==> config.mk <==
export PLATFORM = sky130hd
export DESIGN_NAME = xxtea_block_cipher_top
export DESIGN_NICKNAME = d
export VERILOG_FILES = /design/src/rtl/core/xxtea_pkg.sv /design/src/rtl/core/xxtea_ram.sv /design/src/rtl/core/xxtea_dp.sv /design/src/rtl/core/xxtea_ctrl.sv /design/src/rtl/core/xxtea_block_cipher_top.sv
export SDC_FILE = /design/constraint.sdc
export NUM_CORES = 2
export LEC_CHECK = 0
export BUFFER_PORTS_ARGS = -buffer_cell sky130_fd_sc_hd__buf_4
export CORE_MARGIN = 4
export CORE_UTILIZATION = 29
export CTS_BUF_LIST = sky130_fd_sc_hd__clkbuf_4
export CTS_CLUSTER_SIZE = 25
export DETAILED_ROUTE_END_ITERATION = 10
export PLACE_DENSITY = 0.48
export SYNTH_ARGS = -nofsm -noshare
export SYNTH_HDL_FRONTEND = slang
export SYNTH_SLANG_ARGS = --single-unit
==> constraint.sdc <==
create_clock -name clk -period 8.9 [get_ports clk]
set_clock_uncertainty 0.15 [all_clocks]
set_input_delay 1.78 -clock clk [delete_from_list [all_inputs] [get_ports clk]]
set_output_delay 1.78 -clock clk [all_outputs]
set_load 0.005 [all_outputs]
==> src/rtl/core/xxtea_pkg.sv <==
`timescale 1ns / 1ps
// ----------------------------------------------------------------------------
// XXTEA package
// Shared constants, the round-count table and the controller command type.
// ----------------------------------------------------------------------------
package xxtea_pkg;

    localparam int MAX_WORDS = 64;
    localparam int ADDR_W    = $clog2(MAX_WORDS);
    localparam int CNT_W     = $clog2(MAX_WORDS + 1);
    localparam int WORD_W    = 32;
    localparam int ROUND_W   = 6;
    localparam int KEY_CNT   = 4;
    localparam int KEY_IDX_W = 2;
    localparam int CFG_IDX_W = 2;

    localparam logic [WORD_W-1:0] DELTA = 32'h9e3779b9;

    localparam logic [1:0] ST_OK       = 2'd0;
    localparam logic [1:0] ST_SINGLE   = 2'd1;
    localparam logic [1:0] ST_OVERFLOW = 2'd2;

    // Number of rounds, 6 + 52 / n, as a range table on n.
    function automatic logic [ROUND_W-1:0] rounds_for(input logic [CNT_W-1:0] n);
        int unsigned nn;
        int unsigned q;
        nn = n;
        if (nn <= 2)       q = 26;
        else if (nn == 3)  q = 17;
        else if (nn == 4)  q = 13;
        else if (nn == 5)  q = 10;
        else if (nn == 6)  q = 8;
        else if (nn == 7)  q = 7;
        else if (nn == 8)  q = 6;
        else if (nn <= 10) q = 5;
        else if (nn <= 13) q = 4;
        else if (nn <= 17) q = 3;
        else if (nn <= 26) q = 2;
        else if (nn <= 52) q = 1;
        else               q = 0;
        return ROUND_W'(6 + q);
    endfunction

    typedef struct packed {
        logic              ram_we;
        logic              wr_cipher;
        logic [ADDR_W-1:0] waddr;
        logic [ADDR_W-1:0] raddr_a;
        logic [ADDR_W-1:0] raddr_b;
        logic              cap_xy;
        logic              cap_mix;
        logic              sum_init;
        logic              sum_step;
        logic              out_load;
        logic              mode;
        logic [ADDR_W-1:0] pos;
        logic [ROUND_W-1:0] rounds;
    } xx_cmd_t;

endpackage

==> src/rtl/core/xxtea_ram.sv <==
`timescale 1ns / 1ps
// ----------------------------------------------------------------------------
// XXTEA generic RAM
// One write port and two read ports, read data registered.
// ----------------------------------------------------------------------------
module xxtea_ram #(
    parameter int WIDTH = 32,
    parameter int DEPTH = 64
) (
    input  logic                     clk,
    input  logic                     we,
    input  logic [$clog2(DEPTH)-1:0] waddr,
    input  logic [WIDTH-1:0]         wdata,
    input  logic [$clog2(DEPTH)-1:0] raddr_a,
    output logic [WIDTH-1:0]         rdata_a,
    input  logic [$clog2(DEPTH)-1:0] raddr_b,
    output logic [WIDTH-1:0]         rdata_b
);

    logic [WIDTH-1:0] mem [DEPTH];
    logic [WIDTH-1:0] rdata_a_reg;
    logic [WIDTH-1:0] rdata_b_reg;

    always_ff @(posedge clk)
    begin
        if (we)
        begin
            mem[waddr] <= wdata;
        end
        rdata_a_reg <= mem[raddr_a];
        rdata_b_reg <= mem[raddr_b];
    end

    assign rdata_a = rdata_a_reg;
    assign rdata_b = rdata_b_reg;

endmodule

==> src/rtl/core/xxtea_dp.sv <==
`timescale 1ns / 1ps
// ----------------------------------------------------------------------------
// XXTEA datapath
// Word store, key registers, the shared MX round unit and the output word.
// ----------------------------------------------------------------------------
module xxtea_dp
    import xxtea_pkg::*;
(
    input  logic                 clk,
    input  logic                 rst_n,
    input  xx_cmd_t              cmd,
    input  logic [WORD_W-1:0]    in_word,
    input  logic                 cfg_we,
    input  logic [CFG_IDX_W-1:0] cfg_index,
    input  logic [WORD_W-1:0]    cfg_data,
    output logic [WORD_W-1:0]    out_word
);

    logic [WORD_W-1:0] key_reg [KEY_CNT];
    logic [WORD_W-1:0] x_reg;
    logic [WORD_W-1:0] y_reg;
    logic [WORD_W-1:0] mix_reg;
    logic [WORD_W-1:0] mix_next;
    logic [WORD_W-1:0] sum_reg;
    logic [WORD_W-1:0] sum_next;
    logic [WORD_W-1:0] out_word_reg;
    logic [WORD_W-1:0] rdata_a;
    logic [WORD_W-1:0] rdata_b;
    logic [WORD_W-1:0] wdata;
    logic [WORD_W-1:0] mx_a;
    logic [WORD_W-1:0] mx_b;
    logic [KEY_IDX_W-1:0] key_sel;

    xxtea_ram #(
        .WIDTH (WORD_W),
        .DEPTH (MAX_WORDS)
    ) u_store (
        .clk     (clk),
        .we      (cmd.ram_we),
        .waddr   (cmd.waddr),
        .wdata   (wdata),
        .raddr_a (cmd.raddr_a),
        .rdata_a (rdata_a),
        .raddr_b (cmd.raddr_b),
        .rdata_b (rdata_b)
    );

    always_ff @(posedge clk or negedge rst_n)
    begin
        if (!rst_n)
        begin
            for (int i = 0; i < KEY_CNT; i++)
            begin
                key_reg[i] <= '0;
            end
        end
        else if (cfg_we)
        begin
            key_reg[cfg_index] <= cfg_data;
        end
    end

    // During the mix cycle the z neighbor sits on read port A.
    always_comb
    begin
        key_sel  = KEY_IDX_W'(cmd.pos) ^ sum_reg[3:2];
        mx_a     = ((rdata_a >> 5) ^ (y_reg << 2)) + ((y_reg >> 3) ^ (rdata_a << 4));
        mx_b     = (sum_reg ^ y_reg) + (key_reg[key_sel] ^ rdata_a);
        mix_next = mx_a ^ mx_b;
    end

    always_comb
    begin
        sum_next = sum_reg;
        if (cmd.sum_init)
        begin
            sum_next = cmd.mode ? WORD_W'(cmd.rounds * DELTA) : DELTA;
        end
        else if (cmd.sum_step)
        begin
            sum_next = cmd.mode ? (sum_reg - DELTA) : (sum_reg + DELTA);
        end
    end

    assign wdata = cmd.wr_cipher ? (cmd.mode ? (x_reg - mix_reg) : (x_reg + mix_reg))
                                 : in_word;

    always_ff @(posedge clk)
    begin
        sum_reg <= sum_next;
        if (cmd.cap_xy)
        begin
            x_reg <= rdata_a;
            y_reg <= rdata_b;
        end
        if (cmd.cap_mix)
        begin
            mix_reg <= mix_next;
        end
        if (cmd.out_load)
        begin
            out_word_reg <= rdata_a;
        end
    end

    assign out_word = out_word_reg;

endmodule

==> src/rtl/core/xxtea_ctrl.sv <==
`timescale 1ns / 1ps
// ----------------------------------------------------------------------------
// XXTEA controller
// Sequences loading, the round/word loops of the cipher and the unload.
// ----------------------------------------------------------------------------
module xxtea_ctrl
    import xxtea_pkg::*;
(
    input  logic    clk,
    input  logic    rst_n,
    input  logic    in_valid,
    output logic    in_stall,
    input  logic    decrypt,
    input  logic    in_last,
    output logic    out_valid,
    input  logic    out_stall,
    output logic    out_last,
    output logic [1:0] status,
    output xx_cmd_t cmd
);

    localparam logic [3:0] S_LOAD     = 4'd0;
    localparam logic [3:0] S_START    = 4'd1;
    localparam logic [3:0] S_RD0      = 4'd2;
    localparam logic [3:0] S_RD1      = 4'd3;
    localparam logic [3:0] S_MIX      = 4'd4;
    localparam logic [3:0] S_WR       = 4'd5;
    localparam logic [3:0] S_OUT_RD   = 4'd6;
    localparam logic [3:0] S_OUT_LD   = 4'd7;
    localparam logic [3:0] S_OUT_HOLD = 4'd8;

    logic [3:0]         state_reg, state_next;
    logic [CNT_W-1:0]   count_reg, count_next;
    logic               mode_reg, mode_next;
    logic               ovf_reg, ovf_next;
    logic [ADDR_W-1:0]  pos_reg, pos_next;
    logic [ROUND_W-1:0] rounds_reg, rounds_next;
    logic [ADDR_W-1:0]  idx_reg, idx_next;
    logic               out_valid_reg, out_valid_next;
    logic               out_last_reg, out_last_next;
    logic [1:0]         status_reg, status_next;

    logic [ADDR_W-1:0]  last_pos;
    logic [ADDR_W-1:0]  pos_plus;
    logic [ADDR_W-1:0]  pos_minus;
    logic               round_end;

    assign last_pos  = ADDR_W'(count_reg - CNT_W'(1));
    assign pos_plus  = (pos_reg == last_pos) ? '0 : pos_reg + ADDR_W'(1);
    assign pos_minus = (pos_reg == '0) ? last_pos : pos_reg - ADDR_W'(1);
    assign round_end = mode_reg ? (pos_reg == '0) : (pos_reg == last_pos);

    always_comb
    begin
        state_next     = state_reg;
        count_next     = count_reg;
        mode_next      = mode_reg;
        ovf_next       = ovf_reg;
        pos_next       = pos_reg;
        rounds_next    = rounds_reg;
        idx_next       = idx_reg;
        out_valid_next = out_valid_reg;
        out_last_next  = out_last_reg;
        status_next    = status_reg;

        cmd            = '0;
        cmd.mode       = mode_reg;
        cmd.pos        = pos_reg;
        cmd.rounds     = rounds_reg;

        unique case (state_reg)
            S_LOAD:
            begin
                if (in_valid)
                begin
                    if (count_reg == '0)
                    begin
                        mode_next = decrypt;
                    end
                    if (count_reg < CNT_W'(MAX_WORDS))
                    begin
                        cmd.ram_we = 1'b1;
                        cmd.waddr  = ADDR_W'(count_reg);
                        count_next = count_reg + CNT_W'(1);
                    end
                    else
                    begin
                        ovf_next = 1'b1;
                    end
                    if (in_last)
                    begin
                        rounds_next = rounds_for(count_next);
                        idx_next    = '0;
                        if (count_next <= CNT_W'(1))
                        begin
                            status_next = ST_SINGLE;
                            state_next  = S_OUT_RD;
                        end
                        else
                        begin
                            status_next = ovf_next ? ST_OVERFLOW : ST_OK;
                            state_next  = S_START;
                        end
                    end
                end
            end
            S_START:
            begin
                cmd.sum_init = 1'b1;
                pos_next     = mode_reg ? last_pos : '0;
                state_next   = S_RD0;
            end
            S_RD0:
            begin
                cmd.raddr_a = pos_reg;
                cmd.raddr_b = pos_plus;
                state_next  = S_RD1;
            end
            S_RD1:
            begin
                cmd.cap_xy  = 1'b1;
                cmd.raddr_a = pos_minus;
                state_next  = S_MIX;
            end
            S_MIX:
            begin
                cmd.cap_mix = 1'b1;
                state_next  = S_WR;
            end
            S_WR:
            begin
                cmd.ram_we    = 1'b1;
                cmd.wr_cipher = 1'b1;
                cmd.waddr     = pos_reg;
                if (round_end)
                begin
                    cmd.sum_step = 1'b1;
                    if (rounds_reg == ROUND_W'(1))
                    begin
                        idx_next   = '0;
                        state_next = S_OUT_RD;
                    end
                    else
                    begin
                        rounds_next = rounds_reg - ROUND_W'(1);
                        pos_next    = mode_reg ? last_pos : '0;
                        state_next  = S_RD0;
                    end
                end
                else
                begin
                    pos_next   = mode_reg ? pos_minus : pos_plus;
                    state_next = S_RD0;
                end
            end
            S_OUT_RD:
            begin
                cmd.raddr_a = idx_reg;
                state_next  = S_OUT_LD;
            end
            S_OUT_LD:
            begin
                cmd.out_load   = 1'b1;
                out_valid_next = 1'b1;
                out_last_next  = (idx_reg == last_pos);
                state_next     = S_OUT_HOLD;
            end
            S_OUT_HOLD:
            begin
                if (!out_stall)
                begin
                    out_valid_next = 1'b0;
                    if (out_last_reg)
                    begin
                        count_next = '0;
                        mode_next  = 1'b0;
                        ovf_next   = 1'b0;
                        state_next = S_LOAD;
                    end
                    else
                    begin
                        idx_next   = idx_reg + ADDR_W'(1);
                        state_next = S_OUT_RD;
                    end
                end
            end
            default:
            begin
                state_next = S_LOAD;
            end
        endcase
    end

    always_ff @(posedge clk or negedge rst_n)
    begin
        if (!rst_n)
        begin
            state_reg     <= S_LOAD;
            count_reg     <= '0;
            mode_reg      <= 1'b0;
            ovf_reg       <= 1'b0;
            pos_reg       <= '0;
            rounds_reg    <= '0;
            idx_reg       <= '0;
            out_valid_reg <= 1'b0;
            out_last_reg  <= 1'b0;
            status_reg    <= ST_OK;
        end
        else
        begin
            state_reg     <= state_next;
            count_reg     <= count_next;
            mode_reg      <= mode_next;
            ovf_reg       <= ovf_next;
            pos_reg       <= pos_next;
            rounds_reg    <= rounds_next;
            idx_reg       <= idx_next;
            out_valid_reg <= out_valid_next;
            out_last_reg  <= out_last_next;
            status_reg    <= status_next;
        end
    end

    assign in_stall  = (state_reg != S_LOAD);
    assign out_valid = out_valid_reg;
    assign out_last  = out_last_reg;
    assign status    = status_reg;

endmodule

==> src/rtl/core/xxtea_block_cipher_top.sv <==
// Words are stored as accepted. For n >= 2 words, the last one is followed by
// a setup step and (6 + 52/n) * n MX word updates, each a read, capture, mix
// and write step, as the MX unit is shared and the store has two read ports;
// then each word is read, loaded and held until taken. One message at a time.
// Reset: asynchronous, active low; clears control state and the key words,
// the word store is not cleared.
`timescale 1ns / 1ps
// ----------------------------------------------------------------------------
// XXTEA block cipher top level
// Collects a message of 32-bit words, ciphers it in place with XXTEA (a
// single-word message is left as is) and streams the words back out in order.
// ----------------------------------------------------------------------------
module xxtea_block_cipher_top
    import xxtea_pkg::*;
(
    input  logic                 clk,
    input  logic                 rst_n,
    // Input channel: one transaction per message word.
    input  logic                 in_valid,
    output logic                 in_stall,
    input  logic [WORD_W-1:0]    in_word,
    input  logic                 decrypt,
    input  logic                 in_last,
    // Output channel: one transaction per processed word.
    output logic                 out_valid,
    input  logic                 out_stall,
    output logic [WORD_W-1:0]    out_word,
    output logic                 out_last,
    output logic [1:0]           status,
    // Configuration channel for the four key words.
    input  logic                 cfg_valid,
    output logic                 cfg_ready,
    input  logic [CFG_IDX_W-1:0] cfg_index,
    input  logic [WORD_W-1:0]    cfg_data
);

    xx_cmd_t cmd;
    logic    cfg_we;

    // Key registers are plain flops, so a configuration transaction is
    // always taken without a stall.
    assign cfg_ready = 1'b1;
    assign cfg_we    = cfg_valid & cfg_ready;

    // The controller owns the word count, mode, overflow flag, the round
    // and word position loops and the output handshake. It drives the
    // datapath purely through the command struct.
    xxtea_ctrl u_ctrl (
        .clk       (clk),
        .rst_n     (rst_n),
        .in_valid  (in_valid),
        .in_stall  (in_stall),
        .decrypt   (decrypt),
        .in_last   (in_last),
        .out_valid (out_valid),
        .out_stall (out_stall),
        .out_last  (out_last),
        .status    (status),
        .cmd       (cmd)
    );

    // The datapath holds the word store, the keys, the running sum and
    // the MX unit. Each word update reads the target word and both of its
    // ring neighbors from the store, so no separate y/z carry is needed.
    xxtea_dp u_dp (
        .clk       (clk),
        .rst_n     (rst_n),
        .cmd       (cmd),
        .in_word   (in_word),
        .cfg_we    (cfg_we),
        .cfg_index (cfg_index),
        .cfg_data  (cfg_data),
        .out_word  (out_word)
    );

    // No input is taken while a result word is being offered.
    assert property (@(posedge clk) disable iff (!rst_n)
        out_valid |-> in_stall)
        else $error("input accepted while output is pending");

    // The word that closes a message stops further input at once.
    assert property (@(posedge clk) disable iff (!rst_n)
        (in_valid && !in_stall && in_last) |=> in_stall)
        else $error("input not stalled after last word");

    // After the final output transaction of a message, nothing more is offered.
    assert property (@(posedge clk) disable iff (!rst_n)
        (out_valid && !out_stall && out_last) |=> (!out_valid && !in_stall))
        else $error("block did not return to loading after last output");

    // Status stays constant across all words of one message.
    assert property (@(posedge clk) disable iff (!rst_n)
        (out_valid && !out_stall && !out_last) |=> $stable(status))
        else $error("status changed within a message");

endmodule

==> impl_results.md <==
* Fraction of synthesized cell area taken by the top area cell type at 0.558
* Hold path depth at 0
* Combinational Power Share at 0.571
* NumNets Final at 8926
* Root Driver: clkbuf_4
* Die area at 0.420 sq mm
* Yosys cell types at 85
* Via count at 87600
* Area of the multi-input gates at 0.0455 sq mm
* Worst reg2reg path depth at 15
* Post-synth ARST share at 0.0669
* Max Clk Rate at 0.146 GHz
* Setup CP Type: flip-flop to flip-flop
* Dominant cell type by area after synthesis: edfxtp_1
* Element type at the critical path start: flip-flop
* Global route overflow at 0
* Via/cell ratio at 6.02
* Power Internal at 32.2 mW
* Yosys reg bits at 2435
* Pin count of the biggest net entering global routing at 113
* Area Overhead vs Synth at 14.5%
* Util after Layout at 0.334
* Tot GR Track Use at 0.225
* Largest cells by area after synthesis: edfxtp_1 (56%), mux4_2 (10%), dfrtp_1 (3.4%), o221ai_1 (3.0%), o22ai_1 (2.3%)
* Slew Limit Fails at 0
* Clock Path Buffers at 4
* CTS tree: done
* Vias in the first global route at 86200
* Mapped Avg Cell Area at 14.5 sq um
* CP Data Arrival Time at 8.03 ns
* Post-route DRC at 0
* Clk slew on worst S/H paths at 0.07 ns
* Postcts setup bufs at 0
* GPL Wtd Cong at 0.872
* Final TNS setup at 0 ns
* Routed length on met3 at 53500 microns
* Initial DRC count at 11900
* Worst Hold Class: flip-flop to flip-flop
* Initial Util at 0.292
* Cell Rows at 234
* DRT Pass-1 Iters at 6
* Post-CTS sizing at 0
* Tcrit/Tclk final at 0.768
* Clock share of power at 0.166
* Sequential Area at 0.0717 sq mm
* Post-Synthesis Net Count at 8486
* Hold-fix buffers at CTS at 0
* Worst setup margin at 2.06 ns
* Routed wire length at 491000 microns
* CP peak stage delay at 1.14 ns
* Io pins at 111
* Antenna-violating nets left at 0
* RSZ-0062 raised after global routing: false
* Sw Pwr at 28.3 mW
* Crit end category: flip-flop
* Max reg flops at 2048
* CP max-delay cell: a2111oi_0
* Most numerous cell on the critical path: buf_4
* Die X-Extent at 648 microns
* Slew at the pin closest to its max-slew limit at 1.41 ns
* Post-synth EDFFs at 2208
* Maximum VDD drop at 0.000294 V
* Status: complete, no violations
* Seq/Total Area, Yosys at 0.603
* Share of power burned in registers at 0.263
* Final setup viols at 0
* # H-tree levels at 6
* Total clock sinks at 2435
* Initial antenna violation count at 47
* Cell area power density at 445 mW/mm^2
* Pre-CTS setup slack at 2.18 ns
* Die Span Y at 648 microns
* Metal-1 WL at 194000 microns
* Wire per inst at 33.7 microns
* R2r setup slk at 2.06 ns
* Switching share of power at 0.467
* Total core area at 0.407 sq mm
* Layout cells sized above 1 at 0.262
* Req. time, crit path at 10.10 ns
* Slew headroom at 0.0607
* Dominant synthesized flop cell: edfxtp_1
* Fillers at 39700
* Post-synth top cells: edfxtp_1 (2208), mux4_2 (540), clkbuf_1 (450)
* Met2 WL at 223000 microns
* Cells after synthesis at 8189
* Port bufs at 109
* DR top layer: met5
* Worst-Skew Late Latency at 1.41 ns
* Num CTS Buffers at 654
* Final Hold Viols at 0
* Minimum clock period at 6.84 ns
* Leak at 44.9 nW
* Synthesis Warnings at 0
* Global-route wire length before repair at 674000 microns
* MaxCap Viol Count at 0
* Cell Area, Synth at 0.119 sq mm
* Most common cell in the netlist: edfxtp_1
* Crit path cell chain: inv_1 -> ha_1 -> xnor2_1 -> nor3_1 -> nand3_4 -> buf_4 -> o21ai_4 -> buf_4 -> buf_4 -> o22ai_1 -> o21ai_0 -> nor2_1 -> a2111oi_0 -> buf_4 -> o22a_1
* Post-DP HPWL at 295000 microns
* Crit-path max FO at 41
## placed cells by master, fill, tap and decap left out, types with 161 or more instances in the layout
master	synthesis	routed
edfxtp_1	2208	2208
clkbuf_4	0	996
mux4_2	540	540
o22ai_1	434	433
o221ai_1	403	403
buf_4	17	374
a21oi_1	370	366
nand2_1	288	281
o21ai_0	310	278
nor2_1	322	241
nor3_1	238	233
mux2_2	213	213
ha_1	188	188
xor2_1	177	176
nand3_1	171	167
xnor2_1	163	162
dfrtp_1	163	161
## power by group through the flow
stage	Combinational [mW]	Clock, mW	Sequential [mW]
2_1_floorplan	21.7	0	15.3
3_3_place_gp	33.7	0	16.1
3_5_place_dp	33.7	0	16.1
4_1_cts	34.0	10.3	15.9
5_1_grt	36.4	10.9	16.0
6_report	34.5	10.1	15.9
## stage by stage
step                      hold WS, ns  instance area, sq um  cells  total power [mW]
after floorplan                 0.236                119000   8189              37.0
after global placement          0.240                128000  13400              49.9
after detailed placement        0.241                128000  13400              49.8
after CTS                       0.229                136000  14500              60.2
after global routing            0.263                136000  14500              63.3
final                           0.250                136000  14600              60.5
## metal layers
layer  GRT usage  vias to the layer above
met4      0.0888                       38
met5           0                        -
met3      0.0561                     1149
li1            -                    35200
met2       0.353                     5795
met1       0.298                    45500
## area by class of cell
class / instances / share of cell area
Antenna cell: 26 / 0.000478
Clock buffer: 996 / 0.0549
Clock inverter: 135 / 0.00529
Inverter: 105 / 0.00290
Multi-Input combinational cell: 5026 / 0.335
Sequential cell: 2435 / 0.527
Tap cell: 5428 / 0.0499
Timing Repair Buffer: 407 / 0.0254
## kinds of logic (layout without fill, tap and decap cells)
group / count (synthesis) / after routing / synth area share
adder cells (fa/ha/maj): 224 / 224 / 0.0258
flip-flops: 2435 / 2435 / 0.603
buffers and inverters: 728 / 1643 / 0.0252
multiplexers: 897 / 897 / 0.135
AND/OR/NAND/NOR: 1295 / 1295 / 0.0518
AO/OA/AOI/OAI: 2264 / 2264 / 0.134
XOR/XNOR: 345 / 345 / 0.0260
other: 1 / 27 / 0.0000315
## path summary, 6_finish.rpt
check,start,end
min reg2reg,u_dp.u_store.rdata_b[8],u_dp.y_reg[8]
min,u_dp.u_store.rdata_b[8],u_dp.y_reg[8]
min in group asynchronous,rst_n,u_dp.key_reg[30]
max in group asynchronous,rst_n,u_dp.key_reg[2]
max reg2reg,u_ctrl.count_reg[0],u_dp.u_store.rdata_b[27]
max,u_ctrl.count_reg[0],u_dp.u_store.rdata_b[27]
## critical path, delay by kind of cell, from the launching register on
kind                     cells  cell delay (ns)
AO/OA/AOI/OAI                5             2.46
buffers and inverters        5             2.02
AND/OR/NAND/NOR              3             0.76
flip-flops                   1             0.68
adder cells (fa/ha/maj)      1             0.43
XOR/XNOR                     1             0.17
Power figures use the tool's default switching activity.
